File: config.mk
export PLATFORM = sky130hd
export DESIGN_NAME = distance_vector_route_update
export DESIGN_NICKNAME = d
export VERILOG_FILES = /design/src/rtl/core/dvru_pkg.sv /design/src/rtl/core/distance_vector_route_update.sv /design/src/rtl/core/dvru_ram.sv
export SDC_FILE = /design/constraint.sdc
export NUM_CORES = 1
export LEC_CHECK = 0
export BUFFER_PORTS_ARGS = -buffer_cell sky130_fd_sc_hd__buf_2
export CAP_MARGIN = 25
export CORE_MARGIN = 5
export CORE_UTILIZATION = 50
export DETAILED_ROUTE_END_ITERATION = 12
export PLACE_DENSITY_LB_ADDON = 0.2
export SYNTH_ARGS = -nofsm -noshare
export SYNTH_HDL_FRONTEND = slang
export SYNTH_HIERARCHICAL = 1
export SYNTH_SLANG_ARGS = --single-unit
File: constraint.sdc
create_clock -name clk -period 8.4 [get_ports clk]
set_clock_uncertainty 0.2 [all_clocks]
set_input_delay 1.26 -clock clk [delete_from_list [all_inputs] [get_ports clk]]
set_output_delay 1.26 -clock clk [all_outputs]
set_load 0.01 [all_outputs]
File: src/rtl/core/dvru_pkg.sv
// Shared widths, codes and constants of the distance-vector route update block.
// No dependencies.
package dvru_pkg;

	localparam int ID_W     = 4;
	localparam int COST_W   = 7;
	localparam int STATUS_W = 3;
	localparam int CMD_W    = 2;

	localparam int IN_DATA_W  = 16;
	localparam int OUT_DATA_W = 24;

	localparam int CFG_IDX_W  = 1;
	localparam int CFG_DATA_W = 4;

	localparam logic [CFG_IDX_W-1:0] REG_LOCAL_ID   = 1'd0;
	localparam logic [CFG_IDX_W-1:0] REG_NODE_COUNT = 1'd1;

	localparam logic [ID_W-1:0] LOCAL_ID_RST   = 4'd1;
	localparam logic [ID_W-1:0] NODE_COUNT_RST = 4'd5;

	localparam logic [COST_W-1:0] UNREACH = 7'd99;

	localparam logic [CMD_W-1:0] CMD_NEIGHBOR = 2'd0;
	localparam logic [CMD_W-1:0] CMD_LINK     = 2'd1;
	localparam logic [CMD_W-1:0] CMD_INIT     = 2'd2;

	localparam logic [STATUS_W-1:0] STATUS_OK       = 3'd0;
	localparam logic [STATUS_W-1:0] STATUS_NOT_LOCAL = 3'd1;
	localparam logic [STATUS_W-1:0] STATUS_SELF     = 3'd2;
	localparam logic [STATUS_W-1:0] STATUS_BAD_DEST = 3'd3;
	localparam logic [STATUS_W-1:0] STATUS_COST_HIGH = 3'd4;

endpackage

File: src/rtl/core/distance_vector_route_update.sv
// Distance-vector route table: link-cost matrix in RAM, route table in flops.
// Depends on dvru_pkg and dvru_ram.
//
// Usage. Requests arrive on the s_ side: tuser carries the command, tlast
// marks the final entry of a neighbour vector. Route rows leave on the m_
// side, tlast set on the final row of a request. The user must write local_id
// and node_count through cfg_we/cfg_index/cfg_data while the block is idle.
// The block does not enforce this. Steps, with n the nodes in use:
//   neighbour entry without tlast: matrix write in EXEC, no row.
//   init link: EXEC, then INIT2 for the reverse entry if valid; no row.
//   link update: one row, loaded into the output register in ROW1 after
//   EXEC once the output is free; the block is idle again on the same cycle.
//   neighbour entry with tlast: per node i, LI, LJ0 and REL over n columns,
//   one read and add/compare per REL cycle; then n rows, one per free cycle.
// s_tready is high only in the idle state, so one request is worked at a
// time; the output register may still hold the last row while the next
// request is taken. If m_tready stays low, row emission waits.
// Reset: matrix reads as 0 on the diagonal and 99 elsewhere through per-entry
// valid flags, route costs 99, next hops 0, local_id 1, node_count 5. No
// clearing pass is needed.
module distance_vector_route_update import dvru_pkg::*; #(
	parameter int MAX_NODES = 8
) (
	input  logic                  clk,
	input  logic                  arst_n,
	input  logic                  s_tvalid,
	output logic                  s_tready,
	input  logic [IN_DATA_W-1:0]  s_tdata,   // sender_id[3:0], dest_id[7:4], cost[14:8]
	input  logic [CMD_W-1:0]      s_tuser,   // command[1:0]
	input  logic                  s_tlast,
	output logic                  m_tvalid,
	input  logic                  m_tready,
	output logic [OUT_DATA_W-1:0] m_tdata,   // dest_out[3:0], next_hop[7:4], path_cost[14:8], status[17:15]
	output logic                  m_tlast,
	input  logic                  cfg_we,
	input  logic [CFG_IDX_W-1:0]  cfg_index,
	input  logic [CFG_DATA_W-1:0] cfg_data
);

	localparam int NW    = $clog2(MAX_NODES);
	localparam int DEPTH = MAX_NODES * MAX_NODES;
	localparam int AW    = $clog2(DEPTH);
	localparam int XW    = ID_W + 1;
	localparam int PAD_W = OUT_DATA_W - (2 * ID_W + COST_W + STATUS_W);

	localparam logic [2:0] ST_IDLE  = 3'd0;
	localparam logic [2:0] ST_EXEC  = 3'd1;
	localparam logic [2:0] ST_INIT2 = 3'd2;
	localparam logic [2:0] ST_ROW1  = 3'd3;
	localparam logic [2:0] ST_LI    = 3'd4;
	localparam logic [2:0] ST_LJ0   = 3'd5;
	localparam logic [2:0] ST_REL   = 3'd6;
	localparam logic [2:0] ST_EMIT  = 3'd7;

	logic [2:0]          state_q;
	logic [ID_W-1:0]     local_id_q;
	logic [ID_W-1:0]     node_count_q;

	logic [CMD_W-1:0]    cmd_q;
	logic [ID_W-1:0]     snd_q;
	logic [ID_W-1:0]     dst_q;
	logic [COST_W-1:0]   cost_q;
	logic                last_q;
	logic [STATUS_W-1:0] status_q;
	logic [COST_W-1:0]   li_q;
	logic [NW-1:0]       i_q;
	logic [NW-1:0]       j_q;

	logic [COST_W-1:0]   route_cost_q [MAX_NODES];
	logic [ID_W-1:0]     route_next_q [MAX_NODES];
	logic [DEPTH-1:0]    valid_q;

	logic                out_valid_q;
	logic [ID_W-1:0]     out_dest_q;
	logic [ID_W-1:0]     out_hop_q;
	logic [COST_W-1:0]   out_cost_q;
	logic [STATUS_W-1:0] out_status_q;
	logic                out_last_q;

	logic                rd_vld_s1;
	logic                rd_diag_s1;

	logic [XW-1:0]       n_use;
	logic                loc_ok, snd_ok, dst_ok, init_ok;
	logic [ID_W-1:0]     loc_m1, snd_m1, dst_m1;
	logic [NW-1:0]       loc_idx, snd_idx, dst_idx;
	logic [COST_W-1:0]   sat_cost;
	logic [STATUS_W-1:0] status_c;
	logic                j_end, i_end, out_free, out_load;
	logic [ID_W-1:0]     j_id;

	logic                ram_we;
	logic [AW-1:0]       ram_waddr;
	logic [COST_W-1:0]   ram_wdata;
	logic [NW-1:0]       rd_row, rd_col;
	logic [AW-1:0]       ram_raddr;
	logic [COST_W-1:0]   ram_rdata;
	logic [COST_W-1:0]   rd_eff;
	logic [COST_W:0]     via;

	function automatic logic [AW-1:0] mk_addr(input logic [NW-1:0] r, input logic [NW-1:0] c);
		return AW'(AW'(r) * AW'(MAX_NODES) + AW'(c));
	endfunction

	always_comb begin
		if (node_count_q == '0) begin
			n_use = XW'(1);
		end else if (XW'(node_count_q) > XW'(MAX_NODES)) begin
			n_use = XW'(MAX_NODES);
		end else begin
			n_use = XW'(node_count_q);
		end
	end

	assign loc_ok  = (local_id_q != '0) && (XW'(local_id_q) <= n_use);
	assign snd_ok  = (snd_q != '0) && (XW'(snd_q) <= n_use);
	assign dst_ok  = (dst_q != '0) && (XW'(dst_q) <= n_use);
	assign init_ok = loc_ok && dst_ok && (dst_q != local_id_q);

	assign loc_m1  = local_id_q - ID_W'(1);
	assign snd_m1  = snd_q - ID_W'(1);
	assign dst_m1  = dst_q - ID_W'(1);
	assign loc_idx = loc_m1[NW-1:0];
	assign snd_idx = snd_m1[NW-1:0];
	assign dst_idx = dst_m1[NW-1:0];

	assign sat_cost = (cost_q > UNREACH) ? UNREACH : cost_q;

	always_comb begin
		priority if (snd_q != local_id_q || !loc_ok) begin
			status_c = STATUS_NOT_LOCAL;
		end else if (dst_q == local_id_q) begin
			status_c = STATUS_SELF;
		end else if (!dst_ok) begin
			status_c = STATUS_BAD_DEST;
		end else if (cost_q > UNREACH) begin
			status_c = STATUS_COST_HIGH;
		end else begin
			status_c = STATUS_OK;
		end
	end

	assign j_end    = (XW'(j_q) == n_use - XW'(1));
	assign i_end    = (XW'(i_q) == n_use - XW'(1));
	assign out_free = !out_valid_q || m_tready;
	assign out_load = out_free && (state_q == ST_ROW1 || state_q == ST_EMIT);
	assign j_id     = ID_W'(j_q) + ID_W'(1);

	// matrix write port
	always_comb begin
		ram_we    = 1'b0;
		ram_waddr = mk_addr(loc_idx, dst_idx);
		ram_wdata = sat_cost;
		unique case (state_q)
			ST_EXEC: begin
				unique case (cmd_q)
					CMD_NEIGHBOR: begin
						ram_we    = snd_ok && dst_ok;
						ram_waddr = mk_addr(snd_idx, dst_idx);
					end
					CMD_LINK: begin
						ram_we    = (status_c == STATUS_OK);
						ram_wdata = cost_q;
					end
					CMD_INIT: begin
						ram_we = init_ok;
					end
					default: begin
						ram_we = 1'b0;
					end
				endcase
			end
			ST_INIT2: begin
				ram_we    = 1'b1;
				ram_waddr = mk_addr(dst_idx, loc_idx);
			end
			default: begin
				ram_we = 1'b0;
			end
		endcase
	end

	// matrix read port
	always_comb begin
		rd_row = '0;
		rd_col = '0;
		unique case (state_q)
			ST_LI: begin
				rd_row = loc_idx;
				rd_col = i_q;
			end
			ST_LJ0: begin
				rd_row = i_q;
			end
			ST_REL: begin
				rd_row = i_q;
				rd_col = j_q + NW'(1);
			end
			default: begin
				rd_row = '0;
			end
		endcase
	end

	assign ram_raddr = mk_addr(rd_row, rd_col);
	assign rd_eff    = rd_vld_s1 ? ram_rdata : (rd_diag_s1 ? '0 : UNREACH);
	assign via       = {1'b0, li_q} + {1'b0, rd_eff};

	dvru_ram #(
		.WIDTH(COST_W),
		.DEPTH(DEPTH)
	) u_link_ram (
		.clk  (clk),
		.we   (ram_we),
		.waddr(ram_waddr),
		.wdata(ram_wdata),
		.raddr(ram_raddr),
		.rdata(ram_rdata)
	);

	always_ff @(posedge clk or negedge arst_n) begin
		if (!arst_n) begin
			valid_q <= '0;
		end else if (ram_we) begin
			valid_q[ram_waddr] <= 1'b1;
		end
	end

	always_ff @(posedge clk) begin
		rd_vld_s1  <= valid_q[ram_raddr];
		rd_diag_s1 <= (rd_row == rd_col);
	end

	always_ff @(posedge clk or negedge arst_n) begin
		if (!arst_n) begin
			local_id_q   <= LOCAL_ID_RST;
			node_count_q <= NODE_COUNT_RST;
		end else if (cfg_we) begin
			if (cfg_index == REG_LOCAL_ID) begin
				local_id_q <= cfg_data[ID_W-1:0];
			end else if (cfg_index == REG_NODE_COUNT) begin
				node_count_q <= cfg_data[ID_W-1:0];
			end
		end
	end

	// request fields and working registers
	always_ff @(posedge clk) begin
		if (state_q == ST_IDLE && s_tvalid) begin
			cmd_q  <= s_tuser;
			snd_q  <= s_tdata[ID_W-1:0];
			dst_q  <= s_tdata[2*ID_W-1:ID_W];
			cost_q <= s_tdata[2*ID_W+COST_W-1:2*ID_W];
			last_q <= s_tlast;
		end
		if (state_q == ST_EXEC) begin
			status_q <= status_c;
		end
		if (state_q == ST_LJ0) begin
			li_q <= rd_eff;
		end
	end

	always_ff @(posedge clk or negedge arst_n) begin
		if (!arst_n) begin
			out_valid_q <= 1'b0;
		end else if (out_load) begin
			out_valid_q <= 1'b1;
		end else if (m_tready) begin
			out_valid_q <= 1'b0;
		end
	end

	always_ff @(posedge clk or negedge arst_n) begin
		if (!arst_n) begin
			state_q     <= ST_IDLE;
			i_q         <= '0;
			j_q         <= '0;
			for (int k = 0; k < MAX_NODES; k++) begin
				route_cost_q[k] <= UNREACH;
				route_next_q[k] <= '0;
			end
		end else begin
			unique case (state_q)
				ST_IDLE: begin
					if (s_tvalid) begin
						state_q <= ST_EXEC;
					end
				end
				ST_EXEC: begin
					unique case (cmd_q)
						CMD_NEIGHBOR: begin
							i_q <= '0;
							j_q <= '0;
							if (!last_q) begin
								state_q <= ST_IDLE;
							end else if (loc_ok) begin
								state_q <= ST_LI;
							end else begin
								state_q <= ST_EMIT;
							end
						end
						CMD_LINK: begin
							if (status_c == STATUS_OK) begin
								route_cost_q[dst_idx] <= cost_q;
							end
							state_q <= ST_ROW1;
						end
						CMD_INIT: begin
							if (init_ok) begin
								route_cost_q[dst_idx] <= sat_cost;
								route_next_q[dst_idx] <= dst_q;
								state_q <= ST_INIT2;
							end else begin
								state_q <= ST_IDLE;
							end
						end
						default: begin
							state_q <= ST_IDLE;
						end
					endcase
				end
				ST_INIT2: begin
					state_q <= ST_IDLE;
				end
				ST_ROW1: begin
					if (out_free) begin
						state_q <= ST_IDLE;
					end
				end
				ST_LI: begin
					state_q <= ST_LJ0;
				end
				ST_LJ0: begin
					j_q     <= '0;
					state_q <= ST_REL;
				end
				ST_REL: begin
					if (via < {1'b0, route_cost_q[j_q]}) begin
						route_cost_q[j_q] <= via[COST_W-1:0];
						route_next_q[j_q] <= ID_W'(i_q) + ID_W'(1);
					end
					if (j_end) begin
						j_q <= '0;
						if (i_end) begin
							state_q <= ST_EMIT;
						end else begin
							i_q     <= i_q + NW'(1);
							state_q <= ST_LI;
						end
					end else begin
						j_q <= j_q + NW'(1);
					end
				end
				ST_EMIT: begin
					if (out_free) begin
						j_q <= j_q + NW'(1);
						if (j_end) begin
							state_q <= ST_IDLE;
						end
					end
				end
				default: begin
					state_q <= ST_IDLE;
				end
			endcase
		end
	end

	// output row payload
	always_ff @(posedge clk) begin
		if (state_q == ST_ROW1 && out_free) begin
			out_dest_q   <= dst_q;
			out_hop_q    <= dst_ok ? route_next_q[dst_idx] : '0;
			out_cost_q   <= dst_ok ? route_cost_q[dst_idx] : UNREACH;
			out_status_q <= status_q;
			out_last_q   <= 1'b1;
		end else if (state_q == ST_EMIT && out_free) begin
			out_dest_q   <= j_id;
			out_hop_q    <= route_next_q[j_q];
			out_cost_q   <= route_cost_q[j_q];
			out_status_q <= STATUS_OK;
			out_last_q   <= j_end;
		end
	end

	assign s_tready = (state_q == ST_IDLE);
	assign m_tvalid = out_valid_q;
	assign m_tdata  = {{PAD_W{1'b0}}, out_status_q, out_cost_q, out_hop_q, out_dest_q};
	assign m_tlast  = out_last_q;

endmodule

File: src/rtl/core/dvru_ram.sv
// Generic single-write, single-read RAM with registered read data.
// No dependencies.
module dvru_ram #(
	parameter int WIDTH = 8,
	parameter int DEPTH = 64
) (
	input  logic                     clk,
	input  logic                     we,
	input  logic [$clog2(DEPTH)-1:0] waddr,
	input  logic [WIDTH-1:0]         wdata,
	input  logic [$clog2(DEPTH)-1:0] raddr,
	output logic [WIDTH-1:0]         rdata
);

	logic [WIDTH-1:0] mem_q [DEPTH];

	always_ff @(posedge clk) begin
		if (we) begin
			mem_q[waddr] <= wdata;
		end
		rdata <= mem_q[raddr];
	end

endmodule

==> out/results.ini <==
[run_status]
status = finished clean

[final_layout]
n_antenna_cell = 0
nets = 2281
syn_to_final_growth_pct = 9.80
drive_above_1_share = 0.175
nFillCells = 4936

[setup_path]
criticalPathCategory = reg -> reg
worst_ep_required_time_ns = 8.75
timing.rr.end = route_cost_q[1]
crit_fanout = 24
start_kind = flip-flop
r2r_start = rd_vld_s1
slowest_stage = o21ai_1
cp_common_cell = ha_1
cp_slowest_stage_delay_ns = 0.80
r2r_cells = 18
end_kind = flip-flop
crit_family = compound AO/OA/AOI/OAI gates
critical_path.cell_chain = nor2_1 > a21o_1 > ha_1 > inv_1 > fa_1 > nor2b_1 > o21a_1 > o21ai_0 > or4b_2 > o311ai_1 > buf_4 > ha_1 > nand3_1 > a21oi_1 > a211o_1 > nand3_2 > o21ai_1 > a22o_1
r2r_slack_ns = 3.10
startpoint = rd_vld_s1
crit_arrival_ns = 5.65
cp.buffers_inverters = 2

[detailed_routing]
first_iter_violations = 2417
num_vias = 20000
wl_per_cell_um = 26.3
firstDrtPassIters = 7
drc = 0
viasPerCell = 6.44
postRouteAntennaNets = 0
wl_um = 81900

[clocking]
cts-buffers-inserted = 73
cts_tree = done
postCtsHoldBufs = 0
cts_resized = 0
root_buffer = clkbuf_16
clkSlewWorstSetupHoldPaths_ns = 0.05
clk_latency_ns = 0.62
clock_path_buffers = 3
clock_sinks = 674
htree_levels = 3
post_cts_buffers = 0

[global_routing]
grt_pass1_vias = 20100
grt_usage = 0.241
grt_max_degree = 92
antenna_found_initial = 2
grt_pass1_wl_um = 124000
grt_overflow_total = 0

[sta]
setup_viol = 0
finalCritPeriodShare = 0.631
holdWs_ns = 0.274
fmax_mhz = 189
hold_viol = 0
tightest_slew_ns = 1.13
finalSetupTns_ns = 0
grt_setup_unrepaired = false
finalWorstPathRequiredPeriod_ns = 5.30
relSlewSlack = 0.238
drv_slew = 0
fin_ws_ns = 3.10

[hold_path]
min-delay-start = valid_q[49]
hold_path_end = valid_q[49]
whs_path_depth = 2
hold_class = reg -> reg

[yosys]
synth_area_leaders = edfxtp_1 48%, dfrtp_1 11%, mux4_2 7.3%, dfstp_2 3.0%, mux2i_1 2.1%
yosys.cell_types.count = 97
ys_seq_area_frac = 0.622
synth.ff_latch_count = 674
synth_edf_count = 494
yosysTopAreaCellShare = 0.478
async_reset_ff_frac = 0.252
synth_area_leader_cell = edfxtp_1
synth_area_mm2 = 0.0311
synth_warnings = 6
syn_area_per_cell_um2 = 14.1
synth_cells = 2195
synthFlopType = edfxtp_1

[placed_design]
io_buffers = 48
gp_congestion = 0.922
pre_cts_slack_ns = 3.15
post-dp-hpwl_um = 51300

[job]
maxCapViolCount = 0

[floorplan]
die_w_um = 259
dieArea_mm2 = 0.0672
rows = 91
core_mm2 = 0.0616
ios = 56
initial_utilization = 0.504
die_y_um = 259

[power]
leakage_nw = 11.5
power_density_mw_per_mm2 = 307
ir_drop_mv = 0.196
p_total_mw = 10.5

-- layout by cell type, fill, tap and decap left out, drive strengths merged, types with 27 or more instances in the layout --
| cell type | synthesis | routed |
|---|---|---|
| edfxtp | 494 | 494 |
| nand2 | 147 | 147 |
| nor2 | 141 | 141 |
| dfrtp | 135 | 135 |
| o21ai | 119 | 119 |
| mux4 | 118 | 118 |
| clkbuf | 58 | 100 |
| buf | 89 | 89 |
| a21oi | 85 | 85 |
| a22oi | 69 | 69 |
| mux2i | 66 | 66 |
| o2bb2ai | 50 | 50 |
| o22ai | 44 | 44 |
| a31oi | 40 | 40 |
| inv | 36 | 40 |
| nand3 | 36 | 36 |
| dfstp | 35 | 35 |
| ha | 33 | 33 |
| nor3 | 30 | 30 |
| nor2b | 29 | 29 |
| mux2 | 28 | 28 |
| a22o | 27 | 27 |
-- Yosys cell counts, types with 13 or more instances --
cell,instances
a211oi_1,16
a22o_1,27
edfxtp_1,494
o2bb2ai_1,50
mux2_2,28
buf_1,14
clkbuf_1,55
o21ai_0,60
xnor2_1,16
mux4_2,101
mux4_1,17
buf_6,21
nand3_1,35
o21ai_1,54
nand2b_1,25
a32oi_1,16
or3_1,13
buf_4,19
nor3_1,24
mux2i_1,66
a22oi_1,69
a21oi_1,82
inv_1,35
a31oi_1,40
o22ai_1,44
nand2_1,145
buf_2,32
nor2b_1,29
dfrtp_1,135
ha_1,33
dfstp_2,35
nor2_1,140
and2_1,25
-- report_power, final --
group	internal, mW	total, mW	switching [mW]
clock	1.72	3.04	1.32
sequential	4.11	4.40	0.290
combinational	1.04	3.01	1.97
-- how the worst max path moves through the flow --
stage | end | depth (start not counted)
2_1_floorplan | route_cost_q[30] | 18
3_3_place_gp | u_link_ram/mem_q[63][1] | 9
3_5_place_dp | u_link_ram/mem_q[63][1] | 9
4_1_cts | u_link_ram/mem_q[63][1] | 9
5_1_grt | route_cost_q[1] | 18
6_report | route_cost_q[1] | 18
-- layout make-up --
cell class                      count  area [µm²]  share of cell area
Clock buffer                      100        1980              0.0580
Timing Repair Buffer               90         567              0.0166
Clock inverter                     32         255             0.00749
Sequential cell                   674       19300               0.567
Inverter                           39         159             0.00466
Multi-Input combinational cell   1340       10800               0.315
Tap cell                          837        1050              0.0307
-- cells by family after synthesis --
group                      after synthesis  synth area share
muxes                                  212             0.119
DFF                                    674             0.622
AOI/OAI and AO/OA                      550             0.122
buffers and inverters                  186            0.0330
other                                    1          0.000121
and+or+nand+nor                        511            0.0813
adders and majority gates               34            0.0139
xor gates and xnor gates                27           0.00822
-- state kept, by name, indices dropped and copies added (netlist names), 4 cells and up --
register and flops:
li_q 7, out_cost_q 7, out_hop_q 4, node_count_q 4
route_cost_q 56, valid_q 64, dst_q 4, local_id_q 4
out_dest_q 4, u_link_ram/rdata 7, route_next_q 32, cost_q 7
snd_q 4, u_link_ram/mem_q 448
-- through the flow --
| stage | area, µm² | utilization | std cells |
|---|---|---|---|
| global placement | 31800 | 0.517 | 2975 |
| detailed placement | 31800 | 0.517 | 2977 |
| finish | 34100 | 0.554 | 3112 |
| CTS | 34100 | 0.553 | 3109 |
| global route | 34100 | 0.554 | 3112 |
| floorplan | 31100 | - | 2200 |
-- tightest hold or removal path, delay by kind of cell, from the launching register on --
family             cells  cell delay (ns)
AOI/OAI and AO/OA      2             0.10
DFF                    1             0.34
-- per-layer routing --
metal	wire length, µm	up-vias	track usage
met5	11	-	0
met4	3300	2	0.0945
met3	6490	229	0.0443
met2	38300	966	0.380
met1	33800	10200	0.337
li1	-	8677	-
No activity file was read; power rests on OpenSTA's default activity.
